<file path="src/rtl/npcm_pkg.sv">
// ----------------------------------------------------------------------------
// npcm_pkg
// Palette table, register map and shared types for the palette color matcher.
// ----------------------------------------------------------------------------
package npcm_pkg;

    localparam int NumEntries = 255;
    localparam int IdxW       = 8;
    localparam int DistW      = 18;  // 3 * 255^2 < 2^18

    localparam logic [0:0] RegInkMode = 1'b0;

    typedef logic [IdxW-1:0] t_idx;
    typedef logic [DistW-1:0] t_dist;

    // word handed from one cell to the next
    typedef struct packed {
        logic       vld;
        logic [7:0] red;
        logic [7:0] green;
        logic [7:0] blue;
        t_dist      best_d;
        t_idx       best_i;
        logic       forced;
    } t_link;

    function automatic logic [7:0] chan_byte(input int v, input int k);
        int t;
        begin
            t = (v * k * 51 + 8) / 16;
            return t[7:0];
        end
    endfunction

    function automatic logic [23:0] palette_entry(input int idx);
        int k, hue, step, sat, v, sector, f, kp, kq, kt, kr, kg, kb;
        int vt [5];
        logic [23:0] fx [10];
        logic [23:0] gr [6];
        begin
            vt = '{10, 8, 6, 5, 3};
            fx = '{24'h000000, 24'hFF0000, 24'hFFFF00, 24'h00FF00, 24'h00FFFF,
                   24'h0000FF, 24'hFF00FF, 24'hFFFFFF, 24'h808080, 24'hC0C0C0};
            gr = '{24'h333333, 24'h505050, 24'h696969, 24'h828282, 24'hBEBEBE,
                   24'hFFFFFF};
            if (idx >= 1 && idx <= 9) return fx[idx];
            if (idx >= 250 && idx <= 255) return gr[idx-250];
            if (idx < 10 || idx > 255) return 24'h0;
            k = idx - 10;
            hue = k / 10;
            step = (k % 10) / 2;
            sat = ((k % 2) == 1) ? 1 : 2;
            v = vt[step];
            sector = (hue / 4) % 6;
            f = hue % 4;
            kp = 4 * (2 - sat);
            kq = 8 - sat * f;
            kt = 8 - sat * (4 - f);
            case (sector)
                0: begin kr = 8;  kg = kt; kb = kp; end
                1: begin kr = kq; kg = 8;  kb = kp; end
                2: begin kr = kp; kg = 8;  kb = kt; end
                3: begin kr = kp; kg = kq; kb = 8;  end
                4: begin kr = kt; kg = kp; kb = 8;  end
                default: begin kr = 8; kg = kp; kb = kq; end
            endcase
            return {chan_byte(v, kr), chan_byte(v, kg), chan_byte(v, kb)};
        end
    endfunction

endpackage

</file>
<file path="src/rtl/npcm_cell.sv">
// ----------------------------------------------------------------------------
// npcm_cell
// One palette entry: distance to the passing color, keeps the nearer candidate.
// ----------------------------------------------------------------------------
module npcm_cell import npcm_pkg::*; (
    input  logic        i_clk,
    input  logic        i_rst_n,
    input  logic [23:0] i_entry,
    input  t_idx        i_index,
    input  t_link       i_link,
    output t_link       o_link
);

    t_link r_link;
    t_link n_link;
    logic [7:0] dr, dg, db;
    t_dist      cand_d;

    always_comb begin
        dr = (i_link.red > i_entry[23:16]) ? i_link.red - i_entry[23:16]
                                           : i_entry[23:16] - i_link.red;
        dg = (i_link.green > i_entry[15:8]) ? i_link.green - i_entry[15:8]
                                            : i_entry[15:8] - i_link.green;
        db = (i_link.blue > i_entry[7:0]) ? i_link.blue - i_entry[7:0]
                                          : i_entry[7:0] - i_link.blue;
        cand_d = DistW'({8'd0, dr} * {8'd0, dr}) + DistW'({8'd0, dg} * {8'd0, dg})
               + DistW'({8'd0, db} * {8'd0, db});
        n_link = i_link;
        // strict compare keeps the lowest index on ties
        if (!i_link.forced && cand_d < i_link.best_d) begin
            n_link.best_d = cand_d;
            n_link.best_i = i_index;
        end
    end

    always_ff @(posedge i_clk) begin
        if (!i_rst_n) begin
            r_link.vld <= 1'b0;
        end else begin
            r_link.vld <= i_link.vld;
        end
        r_link.red    <= n_link.red;
        r_link.green  <= n_link.green;
        r_link.blue   <= n_link.blue;
        r_link.best_d <= n_link.best_d;
        r_link.best_i <= n_link.best_i;
        r_link.forced <= n_link.forced;
    end

    assign o_link = r_link;

endmodule

</file>
<file path="config.mk">
export PLATFORM = sky130hd
export DESIGN_NAME = npcm_cell
export DESIGN_NICKNAME = d
export VERILOG_FILES = /design/src/rtl/npcm_pkg.sv /design/src/rtl/npcm_cell.sv
export SDC_FILE = /design/constraint.sdc
export NUM_CORES = 1
export LEC_CHECK = 0
export BUFFER_PORTS_ARGS = -buffer_cell sky130_fd_sc_hd__buf_2
export CAP_MARGIN = 10
export CELL_PAD_IN_SITES_DETAIL_PLACEMENT = 2
export CELL_PAD_IN_SITES_GLOBAL_PLACEMENT = 2
export CORE_AREA = 8 8 148 205
export CTS_BUF_LIST = sky130_fd_sc_hd__clkbuf_4 sky130_fd_sc_hd__clkbuf_8
export DETAILED_ROUTE_END_ITERATION = 10
export DIE_AREA = 0 0 156 213
export PLACE_DENSITY = 0.85
export SLEW_MARGIN = 30
export SYNTH_ARGS = -nofsm -noshare
export SYNTH_HDL_FRONTEND = slang
export SYNTH_SLANG_ARGS = --single-unit
export TNS_END_PERCENT = 30
</file>
<file path="constraint.sdc">
create_clock -name i_clk -period 12.65 [get_ports i_clk]
set_clock_uncertainty 0.15 [all_clocks]
set_input_delay 0.6325 -clock i_clk [delete_from_list [all_inputs] [get_ports i_clk]]
set_output_delay 0.6325 -clock i_clk [all_outputs]
set_load 0.1 [all_outputs]
</file>
Word-level counts from Yosys, hierarchy flattened
Index checks and enable logic that the tools add are counted.
{"block": "totals", "out_inout_bits": 52, "in_bits": 86, "ff_bits": 52, "mem_bits_rw": 0, "latch_bits": 0, "mem_bits_ro": 0, "memories": 0}
{"block": "op_classes", "shifts": 0, "div": 0, "magnitude_cmp": 4, "n_bitwise": 0, "add_sub_neg": 8, "n_mul": 3, "reduce_logical": 2, "muxes": 4, "n_eq_ne": 0}
{"cell": "8-bit by 8-bit multiplier with 16-bit output", "count": 3}
{"cell": "8-bit subtractor", "count": 6}
{"cell": "26-bit 2-to-1 mux", "count": 1}
{"cell": "8-bit > comparator", "count": 3}
{"cell": "8-bit 2-to-1 mux", "count": 3}
{"cell": "17-bit by 16-bit adder with 18-bit output", "count": 1}
{"cell": "18-bit < comparator", "count": 1}
{"cell": "16-bit by 16-bit adder with 17-bit output", "count": 1}
{"cell": "1-bit logical AND", "count": 1}
{"cell": "1-bit logical NOT", "count": 1}

Logic depth before layout (Yosys ltp)
Gate-level depths: netlist (run 1).
{"block": "logic_depth", "depth_word": 8, "depth_mapped": 40, "mapped_depth_nobuf": 39}

Least setup slack after synthesis (run 1)
OpenSTA, ideal clock, no wires.
{"block": "synth_timing", "path_kind": "input-to-reg", "startpoint": "input i_link[43] (netlist bit)", "endpoint": "register r_link, in the netlist o_link[10]", "t_arrival_ps": 9053, "t_required_ps": 12379, "setup_slack_ps": 3326, "path_buffers": 1, "cell_stages": 36, "cell_sequence": "inv_1 ha_1 inv_1 fa_1 a21oi_1 o21bai_1 a21oi_2 a21oi_4 mux2i_2 xor2_1 nand2b_1 fa_1 inv_1 fa_1 inv_1 fa_1 fa_1 inv_1 fa_1 fa_1 inv_1 fa_1 inv_1 ha_1 a21o_1 a21oi_1 nand2_1 a21oi_1 nand2_1 xor2_1 ha_1 a21o_1 a21oi_1 o2111ai_1 buf_2 mux2_2"}
{"element": "start: declaration", "line": "npcm_cell.sv:10", "source": "input t_link i_link,"}
{"element": "end: declaration", "line": "npcm_cell.sv:14", "source": "t_link r_link;"}

==> impl_metrics.prom, run 1 <==
# TYPE chip_impl_metric gauge
chip_impl_info{name="status",value="completed"} 1
chip_impl_metric{name="route.detailed.vias_per_inst",unit=""} 4.826
chip_impl_info{name="clock_tree.root_cell",value="clkbuf_8"} 1
chip_impl_metric{name="critical_path.max_fanout",unit=""} 26
chip_impl_metric{name="placeableCoreArea",unit="um2"} 27300
chip_impl_metric{name="grt_max_degree",unit=""} 27
chip_impl_metric{name="synth_edf_count",unit=""} 0
chip_impl_metric{name="finish.cell_count_without_fillers",unit=""} 1514
chip_impl_info{name="crit_start",value="i_entry[20]"} 1
chip_impl_info{name="worstHoldPathType",value="in -> reg"} 1
chip_impl_metric{name="setup_total_negative_slack",unit="ns"} 0
chip_impl_info{name="main_combinational_cell_family_by_area_after_synthesis",value="adder cells"} 1
chip_impl_metric{name="layout-drive-gt1-share",unit=""} 0.1827
chip_impl_metric{name="sequential_cell_area_fraction_in_the_yosys_report",unit=""} 0.1113
chip_impl_metric{name="cts_hold_buffers",unit=""} 0
chip_impl_metric{name="cp_bufs_invs",unit=""} 8
chip_impl_metric{name="starting_density_of_the_core",unit=""} 0.3426
chip_impl_metric{name="post_synth_instance_area",unit="um2"} 9351
chip_impl_metric{name="drt-wirelength-per-cell",unit="um"} 19.10
chip_impl_metric{name="syn2layout_area_growth",unit="%"} 12.68
chip_impl_metric{name="period_share",unit=""} 0.8074
chip_impl_metric{name="clock_sinks",unit=""} 52
chip_impl_metric{name="gp_congestion",unit=""} 0.7953
chip_impl_metric{name="finish.net_count",unit=""} 1509
chip_impl_metric{name="fin_hold_ws",unit="ns"} 0.2093
chip_impl_metric{name="yosys.area_share.xor_xnor",unit=""} 0.04134
chip_impl_metric{name="dieWidth",unit="um"} 156
chip_impl_metric{name="data_arrival_critical_path",unit="ns"} 10.31
chip_impl_metric{name="die_h",unit="um"} 213
chip_impl_info{name="top_signal_layer_used",value="met4"} 1
chip_impl_metric{name="sequential_cell_area",unit="um2"} 1041
chip_impl_metric{name="portion_of_netlist_area_occupied_by_mux_cells",unit=""} 0.05151
chip_impl_metric{name="grt_overflow_total",unit=""} 0
chip_impl_metric{name="worst_case_setup_slack_after_placement",unit="ns"} 1.969
chip_impl_metric{name="maxClockFrequency",unit="MHz"} 97.91
chip_impl_metric{name="dpl.cell_count",unit=""} 1506
chip_impl_metric{name="synth_async_sr_flop_share",unit=""} 0
chip_impl_metric{name="synth_cell_types",unit=""} 65
chip_impl_metric{name="tightestPinTransition",unit="ns"} 0.9596
chip_impl_metric{name="final.fill_count",unit=""} 3097
chip_impl_metric{name="largest_register_ffs",unit=""} 52
chip_impl_metric{name="dr_wl_met2",unit="um"} 16670
chip_impl_metric{name="grt_pass1_vias",unit=""} 9032
chip_impl_metric{name="worst_slack",unit="ns"} 2.437
chip_impl_metric{name="routed-wl-met3",unit="um"} 923
chip_impl_metric{name="cap_violations",unit=""} 0
chip_impl_metric{name="cts_setup_buffers",unit=""} 0
chip_impl_metric{name="area_enclosed_by_the_die_boundary",unit="um2"} 33230
chip_impl_metric{name="ys_ff_latch",unit=""} 52
chip_impl_metric{name="overall_via_count_from_detail_route",unit=""} 7306
chip_impl_metric{name="synthesized_area_fraction_occupied_by_adder_cells",unit=""} 0.4862
chip_impl_metric{name="cts_max_path_buffers",unit=""} 2
chip_impl_metric{name="synthSimpleGateAreaFrac",unit=""} 0.08991
chip_impl_metric{name="fp-row-count",unit=""} 72
chip_impl_metric{name="route.final.wire_length",unit="um"} 28920
chip_impl_metric{name="antenna_found_initial",unit=""} 0
chip_impl_metric{name="dp.final_hpwl",unit="um"} 26110
chip_impl_info{name="slowest_stage",value="xor2_1"} 1
chip_impl_metric{name="cts.clk_slew.worst_paths",unit="ns"} 0.14
chip_impl_metric{name="drt_drc_violations_left",unit=""} 0
chip_impl_metric{name="drt_iter0_markers",unit=""} 132
chip_impl_info{name="cpMostUsedCell",value="fa_1"} 1
chip_impl_metric{name="finalSetupViolCount",unit=""} 0
chip_impl_metric{name="multi_input_comb_area",unit="um2"} 7182
chip_impl_info{name="worst_setup_path_start_kind",value="input pin"} 1
chip_impl_metric{name="synthesis.area_per_instance",unit="um2"} 9.250
chip_impl_metric{name="hold_viol_final",unit=""} 0
chip_impl_metric{name="htreeDepth",unit=""} 2
chip_impl_metric{name="drt-met1-wl",unit="um"} 10120
chip_impl_metric{name="antenna_nets_post_route",unit=""} 0
chip_impl_metric{name="worstPathRequired",unit="ns"} 12.75
chip_impl_metric{name="syn_nets",unit=""} 1377
chip_impl_info{name="hold_path_startpoint",value="i_link[50]"} 1
chip_impl_info{name="yosys_most_used_dff",value="dfxtp_1"} 1
chip_impl_info{name="worst-setup-path-type",value="in -> reg"} 1
chip_impl_metric{name="yosys_warnings",unit=""} 0
chip_impl_info{name="critical_path.endpoint_type",value="register"} 1
chip_impl_metric{name="antenna_cells",unit=""} 0
chip_impl_metric{name="cts_repair_resize_count",unit=""} 0
chip_impl_metric{name="critPathMaxStageDelay",unit="ns"} 0.59
chip_impl_metric{name="synth_compound_area_frac",unit=""} 0.09834
chip_impl_metric{name="track_usage",unit=""} 0.1815
chip_impl_info{name="critical_path.top_delay_family",value="adder cells"} 1
chip_impl_metric{name="grt_pass1_wl",unit="um"} 46890
chip_impl_metric{name="top_level_ports",unit=""} 138
chip_impl_info{name="cts_tree",value="yes"} 1
chip_impl_metric{name="number_of_pins_exceeding_their_max_slew_limit_in_the_final_report",unit=""} 0
chip_impl_metric{name="slew-limit-headroom",unit=""} 0.3581
chip_impl_metric{name="detail_route.first_pass.iterations",unit=""} 4
chip_impl_metric{name="buffer_ports.inserted",unit=""} 137
chip_impl_metric{name="period_minus_slack",unit="ns"} 10.21
chip_impl_metric{name="cts_bufs_inserted",unit=""} 5
chip_impl_info{name="grt_setup_unrepaired",value="false"} 1
chip_impl_metric{name="post_synth_inst_count",unit=""} 1011
-- cell families after synthesis --
kind of cell | after synthesis
adder cells (fa/ha/maj) | 280
flip-flops | 52
AO/OA/AOI/OAI | 137
multiplexers | 43
AND/OR/NAND/NOR | 173
buffers and inverters | 290
XOR/XNOR | 36
-- cells in the mapped netlist (15+ instances only) --
library cell / number / share of area
o21ai_0: 17 / 0.0091
xnor2_1: 15 / 0.014
a21o_1: 24 / 0.019
mux2_2: 28 / 0.034
a21oi_1: 47 / 0.025
nor2_1: 72 / 0.029
fa_1: 139 / 0.30
dfxtp_1: 52 / 0.11
inv_1: 268 / 0.11
ha_1: 141 / 0.19
nand2b_1: 19 / 0.013
nand2_1: 29 / 0.012
-- metrics by stage --
step	utilization	cell area (um2)
floorplan	-	9351
global route	0.3860	10540
finish	0.3860	10540
global placement	0.3825	10440
CTS	0.3860	10540
detailed placement	0.3825	10440
-- final cells by class --
cell class / instances / share of cell area
clock buffers: 5 / 0.006531
clock inverters: 3 / 0.002612
inverters: 271 / 0.09653
multi-input cells: 669 / 0.6815
flip-flops and latches: 52 / 0.09879
well taps: 370 / 0.04393
repair buffers: 144 / 0.07005
-- layer usage --
metal	vias up	track usage
li1	3387	-
met1	3687	0.1740
met2	170	0.3689
met3	62	0.02431
met4	0	0.08523
met5	-	0
-- placed cells by master (no fill, tap or decap), drive strengths merged, types with 24 or more instances in the layout --
cell type,count
dfxtp,52
a21oi,51
nor2,72
ha,141
buf,144
inv,272
a21o,24
fa,139
mux2,28
nand2,29
-- path summary, 6_finish.rpt --
| check | to | slack (ns) | cells after the start |
|---|---|---|---|
| worst min-delay path | o_link[50] | 0.21 | 1 |
| worst max-delay path | o_link[22] | 2.44 | 36 |
Power of run 1 is not shown: default switching activity piles up to over one toggle a cycle in this logic, so the estimate is an artifact.
==> inputs of run 2 (changes only) <==
- ABC_AREA: unset -> 1
- CORE_AREA: 8 8 148 205 -> 8 8 152 211
- DIE_AREA: 0 0 156 213 -> 0 0 160 219
- PLACE_DENSITY: 0.85 -> 0.9
- clock period: 12.65 -> 9.7 ns (I/O delays scaled with it)
==> impl_metrics.prom, run 2 <==
# TYPE chip_impl_metric gauge
chip_impl_info{name="status",value="completed"} 1
chip_impl_metric{name="gp_congestion",unit=""} 0.9052
chip_impl_metric{name="syn_nets",unit=""} 1690
chip_impl_metric{name="cts_max_path_buffers",unit=""} 2
chip_impl_metric{name="cts_bufs_inserted",unit=""} 5
chip_impl_metric{name="htreeDepth",unit=""} 2
chip_impl_metric{name="critPathMaxStageDelay",unit="ns"} 0.56
chip_impl_info{name="worst-setup-path-type",value="in -> reg"} 1
chip_impl_metric{name="critical_path.max_fanout",unit=""} 26
chip_impl_info{name="busiest_layer",value="met2"} 1
chip_impl_metric{name="cts.clk_slew.worst_paths",unit="ns"} 0.13
chip_impl_metric{name="grtUsageMet1",unit=""} 0.1908
chip_impl_metric{name="maxClockFrequency",unit="MHz"} 113.1
chip_impl_metric{name="antenna_nets_post_route",unit=""} 0
chip_impl_metric{name="period_minus_slack",unit="ns"} 8.838
chip_impl_info{name="synth.cells.most_frequent",value="inv_1 (340), nand2_1 (316), ha_1 (141), fa_1 (139), nor2_1 (92)"} 1
chip_impl_metric{name="cts_repair_resize_count",unit=""} 0
chip_impl_metric{name="syn2layout_area_growth",unit="%"} 12.01
chip_impl_info{name="worst_setup_path_start_kind",value="input pin"} 1
chip_impl_metric{name="worstPathRequired",unit="ns"} 9.85
chip_impl_metric{name="dieWidth",unit="um"} 160
chip_impl_metric{name="setup_total_negative_slack",unit="ns"} 0
chip_impl_metric{name="grt_pass1_wl",unit="um"} 56480
chip_impl_metric{name="final.fill_count",unit=""} 3504
chip_impl_info{name="worstHoldPathType",value="in -> reg"} 1
chip_impl_metric{name="hold_viol_final",unit=""} 0
chip_impl_info{name="grt_setup_unrepaired",value="false"} 1
chip_impl_metric{name="synth_cell_types",unit=""} 36
chip_impl_info{name="crit_start",value="i_link[27]"} 1
chip_impl_metric{name="sequential_cell_area",unit="um2"} 1041
chip_impl_metric{name="drt-wirelength-per-cell",unit="um"} 18.99
chip_impl_metric{name="synth_edf_count",unit=""} 0
chip_impl_metric{name="dp.final_hpwl",unit="um"} 31390
chip_impl_metric{name="synth_async_sr_flop_share",unit=""} 0
chip_impl_info{name="layout_common_cells",value="inv_1 (340), nand2_1 (316), ha_1 (141)"} 1
chip_impl_info{name="critical_path.endpoint_type",value="register"} 1
chip_impl_metric{name="grt_max_degree",unit=""} 27
chip_impl_metric{name="slew-limit-headroom",unit=""} 0.6716
chip_impl_metric{name="tightestPinTransition",unit="ns"} 0.4914
chip_impl_info{name="synth.area.top_cells",value="fa_1 (28%), ha_1 (18%), inv_1 (13%)"} 1
chip_impl_metric{name="layout-drive-gt1-share",unit=""} 0.1501
chip_impl_info{name="slowest_stage",value="fa_1"} 1
chip_impl_metric{name="finish.net_count",unit=""} 1824
chip_impl_metric{name="grt_overflow_total",unit=""} 0
chip_impl_metric{name="buffer_ports.inserted",unit=""} 137
chip_impl_metric{name="fp-row-count",unit=""} 74
chip_impl_metric{name="period_share",unit=""} 0.9111
chip_impl_metric{name="area_enclosed_by_the_die_boundary",unit="um2"} 35040
chip_impl_metric{name="starting_density_of_the_core",unit=""} 0.3462
chip_impl_metric{name="top_level_ports",unit=""} 138
chip_impl_metric{name="route.final.wire_length",unit="um"} 34940
chip_impl_metric{name="groute.layer.met2.usage",unit=""} 0.4165
chip_impl_info{name="clock_tree.root_cell",value="clkbuf_8"} 1
chip_impl_metric{name="groute.layer.met3.usage",unit=""} 0.02981
chip_impl_metric{name="route.detailed.vias_per_inst",unit=""} 4.825
chip_impl_metric{name="finalSetupViolCount",unit=""} 0
chip_impl_info{name="crit_end",value="o_link[17]"} 1
chip_impl_metric{name="placeableCoreArea",unit="um2"} 28890
chip_impl_metric{name="multi_input_comb_area",unit="um2"} 7569
chip_impl_metric{name="drt_iter0_markers",unit=""} 186
chip_impl_metric{name="cts_hold_buffers",unit=""} 0
chip_impl_metric{name="data_arrival_critical_path",unit="ns"} 8.99
chip_impl_metric{name="largest_register_ffs",unit=""} 52
chip_impl_info{name="cts_tree",value="yes"} 1
chip_impl_metric{name="track_usage",unit=""} 0.2038
chip_impl_metric{name="cap_violations",unit=""} 0
chip_impl_metric{name="fin_hold_ws",unit="ns"} 0.07315
chip_impl_info{name="cell_type_contributing_the_most_total_cell_area_after_synthesis",value="fa_1"} 1
chip_impl_metric{name="drt_drc_violations_left",unit=""} 0
chip_impl_metric{name="clock_sinks",unit=""} 52
chip_impl_metric{name="antenna_found_initial",unit=""} 0
chip_impl_metric{name="cts_setup_buffers",unit=""} 0
chip_impl_metric{name="sequential_cell_area_fraction_in_the_yosys_report",unit=""} 0.1041
chip_impl_info{name="layout.cells.most_common",value="inv_1"} 1
chip_impl_metric{name="detail_route.first_pass.iterations",unit=""} 6
chip_impl_metric{name="post_synth_instance_area",unit="um2"} 10000
chip_impl_metric{name="post_synth_inst_count",unit=""} 1324
chip_impl_metric{name="die_h",unit="um"} 219
chip_impl_metric{name="grt_pass1_vias",unit=""} 10920
chip_impl_info{name="synth.most_common_cell",value="inv_1"} 1
chip_impl_metric{name="post-synth-top-area-fraction",unit=""} 0.2783
chip_impl_metric{name="overall_via_count_from_detail_route",unit=""} 8878
chip_impl_metric{name="ys_ff_latch",unit=""} 52
chip_impl_metric{name="number_of_pins_exceeding_their_max_slew_limit_in_the_final_report",unit=""} 0
chip_impl_info{name="yosys_most_used_dff",value="dfxtp_1"} 1
chip_impl_metric{name="synthesis.area_per_instance",unit="um2"} 7.553
chip_impl_metric{name="yosys_warnings",unit=""} 0
chip_impl_info{name="cpMostUsedCell",value="nand2_1"} 1
## run 2: final cells by class
class,instances,area share
diodes,1,0.0002234
clock buffers,6,0.006814
clock inverters,2,0.001452
inverters,353,0.1185
multi-input cells,908,0.6757
flip-flops and latches,52,0.09294
well taps,380,0.04245
repair buffers,138,0.06189
## run 2: logic make-up after synthesis
family,share of synthesized area
adders and majority gates,0.4547
AOI/OAI and AO/OA,0.05155
and+or+nand+nor,0.2279
DFF,0.1041
xor gates and xnor gates,0.02277
buffers and inverters,0.1390
## run 2: per-layer routing
metal / vias to the layer above / part of all wire
met4: 0 / 0.051
met3: 92 / 0.031
met5: - / 0
li1: 4166 / -
met1: 4414 / 0.35
met2: 206 / 0.57
## run 2: worst min path at each step
stage	start	endpoint	slack (ns)	cells after the start
after floorplan	i_link[0]	o_link[0]	0.36	0
after global placement	i_link[42]	o_link[42]	0.46	1
after detailed placement	i_link[0]	o_link[0]	0.46	1
after CTS	i_link[34]	o_link[34]	0.06	1
after global routing	i_link[31]	o_link[31]	0.07	1
final	i_link[34]	o_link[34]	0.07	1
## run 2: through the flow
step | std cells | area, um2 | worst slack (ns) | utilization
detailed placement | 1831 | 11110 | 0.4006 | 0.3844
finish | 1840 | 11200 | 0.8621 | 0.3877
floorplan | 1324 | 10000 | 1.615 | -
global route | 1839 | 11200 | 0.3939 | 0.3876
global placement | 1831 | 11110 | 0.8607 | 0.3844
CTS | 1839 | 11200 | 0.7801 | 0.3876
## run 2: critical path: cells and delay by family
family	cells	cell delay, ns
AOI/OAI and AO/OA	5	0.61
and+or+nand+nor	16	1.97
buffers and inverters	9	1.04
adders and majority gates	11	4.87
Power of run 2 is left out for the same reason.
==> inputs of run 3 (changes only) <==
- ABC_AREA: 1 -> unset
- CORE_AREA: 8 8 152 211 -> 2 2 142 199
- DIE_AREA: 0 0 160 219 -> 0 0 144 201
- PLACE_DENSITY: 0.9 -> 0.85
==> impl_metrics.prom, run 3 (synthesis results as in run 1) <==
# TYPE chip_impl_metric gauge
chip_impl_info{name="layout.cells.most_common",value="inv_1"} 1
chip_impl_metric{name="antenna_nets_post_route",unit=""} 0
chip_impl_metric{name="placeableCoreArea",unit="um2"} 27300
chip_impl_metric{name="route.detailed.vias_per_inst",unit=""} 5.000
chip_impl_metric{name="layout-drive-gt1-share",unit=""} 0.2575
chip_impl_metric{name="cap_violations",unit=""} 0
chip_impl_metric{name="number_of_pins_exceeding_their_max_slew_limit_in_the_final_report",unit=""} 0
chip_impl_metric{name="area_enclosed_by_the_die_boundary",unit="um2"} 28940
chip_impl_metric{name="clock_sinks",unit=""} 52
chip_impl_info{name="violations",value="setup timing"} 1
chip_impl_metric{name="worst_case_setup_slack_after_placement",unit="ns"} -0.3897
chip_impl_metric{name="buffer_ports.inserted",unit=""} 137
chip_impl_info{name="whs_endpoint",value="o_link[34]"} 1
chip_impl_metric{name="maxClockFrequency",unit="MHz"} 101.5
chip_impl_metric{name="grt_overflow_total",unit=""} 0
chip_impl_metric{name="detail_route.first_pass.iterations",unit=""} 5
chip_impl_metric{name="hold_path_depth",unit=""} 1
chip_impl_metric{name="final.fill_count",unit=""} 3039
chip_impl_metric{name="dieWidth",unit="um"} 144
chip_impl_metric{name="grt_pass1_wl",unit="um"} 48580
chip_impl_info{name="cts_tree",value="yes"} 1
chip_impl_metric{name="fp-row-count",unit=""} 72
chip_impl_metric{name="data_arrival_critical_path",unit="ns"} 9.95
chip_impl_metric{name="slew-limit-headroom",unit=""} 0.5614
chip_impl_metric{name="die_h",unit="um"} 201
chip_impl_metric{name="grt_pass1_vias",unit=""} 9411
chip_impl_metric{name="cts_max_path_buffers",unit=""} 2
chip_impl_metric{name="track_usage",unit=""} 0.2191
chip_impl_info{name="worst-setup-path-type",value="in -> reg"} 1
chip_impl_info{name="critical_path.endpoint_type",value="register"} 1
chip_impl_metric{name="worst_slack",unit="ns"} -0.1537
chip_impl_metric{name="dp.final_hpwl",unit="um"} 27210
chip_impl_metric{name="finish.net_count",unit=""} 1569
chip_impl_metric{name="period_share",unit=""} 1.016
chip_impl_metric{name="cts_bufs_inserted",unit=""} 5
chip_impl_metric{name="drt-wirelength-per-cell",unit="um"} 21.55
chip_impl_metric{name="tightestPinTransition",unit="ns"} 0.6511
chip_impl_metric{name="antenna_found_initial",unit=""} 0
chip_impl_metric{name="overall_via_count_from_detail_route",unit=""} 7870
chip_impl_metric{name="drt_iter0_markers",unit=""} 267
chip_impl_metric{name="starting_density_of_the_core",unit=""} 0.3426
chip_impl_metric{name="worstPathRequired",unit="ns"} 9.80
chip_impl_info{name="status",value="finished with violations"} 1
chip_impl_metric{name="htreeDepth",unit=""} 2
chip_impl_metric{name="route.final.wire_length",unit="um"} 33920
chip_impl_metric{name="top_level_ports",unit=""} 138
chip_impl_info{name="slowest_stage",value="fa_1"} 1
chip_impl_metric{name="syn2layout_area_growth",unit="%"} 20.32
chip_impl_info{name="worstHoldPathType",value="in -> reg"} 1
chip_impl_metric{name="critical_path.max_fanout",unit=""} 8
chip_impl_metric{name="cts_hold_buffers",unit=""} 0
chip_impl_metric{name="largest_register_ffs",unit=""} 52
chip_impl_info{name="hold_path_startpoint",value="i_link[34]"} 1
chip_impl_info{name="layout_common_cells",value="inv_1 (267), buf_2 (137), fa_1 (136)"} 1
chip_impl_metric{name="hold_viol_final",unit=""} 0
chip_impl_metric{name="antenna_cells",unit=""} 0
chip_impl_metric{name="cts.clk_slew.worst_paths",unit="ns"} 0.14
chip_impl_info{name="worst_setup_path_start_kind",value="input pin"} 1
chip_impl_metric{name="finalSetupViolCount",unit=""} 26
chip_impl_metric{name="gp_congestion",unit=""} 0.8117
chip_impl_metric{name="grt_max_degree",unit=""} 18
chip_impl_info{name="clock_tree.root_cell",value="clkbuf_8"} 1
chip_impl_metric{name="drt_drc_violations_left",unit=""} 0
chip_impl_metric{name="period_minus_slack",unit="ns"} 9.854
chip_impl_metric{name="critPathMaxStageDelay",unit="ns"} 0.66
[run 3: per-layer routing]
layer / vias up / routed length, um / track usage
li1: 3504 / - / -
met1: 3999 / 10780 / 0.1985
met3: 118 / 1076 / 0.02362
met5: - / 0 / 0
met2: 249 / 19960 / 0.4560
met4: 0 / 2096 / 0.1099
[run 3: layout make-up]
cell class                      count  area (um2)  area share
Timing Repair Buffer              204        1207      0.1073
Sequential cell                    52        1041     0.09252
Tap cell                          370       462.9     0.04114
Inverter                          271        1017     0.09040
Multi-Input combinational cell    669        7433      0.6606
Clock inverter                      3       21.27    0.001890
Clock buffer                        5       68.82    0.006116
[run 3: through the flow]
step	std cells	area [um2]	util	setup TNS [ns]	hold slack [ns]
3_3_place_gp	1534	10650	0.3902	0	0.4548
6_report	1574	11250	0.4122	-3.320	0.04815
2_1_floorplan	1011	9351	-	0	0.3627
3_5_place_dp	1534	10650	0.3902	-9.041	0.4565
4_1_cts	1546	10780	0.3949	0	0.03474
5_1_grt	1574	11250	0.4122	-10.50	0.04561
[run 3: worst max path at each step]
stage / start / end / slack [ns] / cells past startpoint
finish: i_link[43] / o_link[8] / -0.15 / 37
global route: i_link[43] / o_link[8] / -0.43 / 39
CTS: i_link[43] / o_link[8] / 0.04 / 37
detailed placement: i_entry[5] / o_link[8] / -0.39 / 34
global placement: i_entry[5] / o_link[10] / 0.11 / 33
floorplan: i_link[43] / o_link[10] / 0.52 / 36
[run 3: worst max-delay path: cells and delay by family]
| family | cells | cell delay (ns) |
|---|---|---|
| fa+ha+maj | 11 | 5.00 |
| buf+inv | 11 | 1.28 |
| mux | 2 | 0.52 |
| compound gates | 9 | 1.98 |
| simple gates | 2 | 0.24 |
| xor+xnor | 2 | 0.45 |
[run 3: repair_timing]
action | CTS | global route
setup endpoints to repair | 16 | 26
gates resized for setup | 1 | 57
buffers inserted | 4 | 27
pin swaps | 1 | 19
cloned | 0 | 1
Power of run 3 is left out for the same reason.
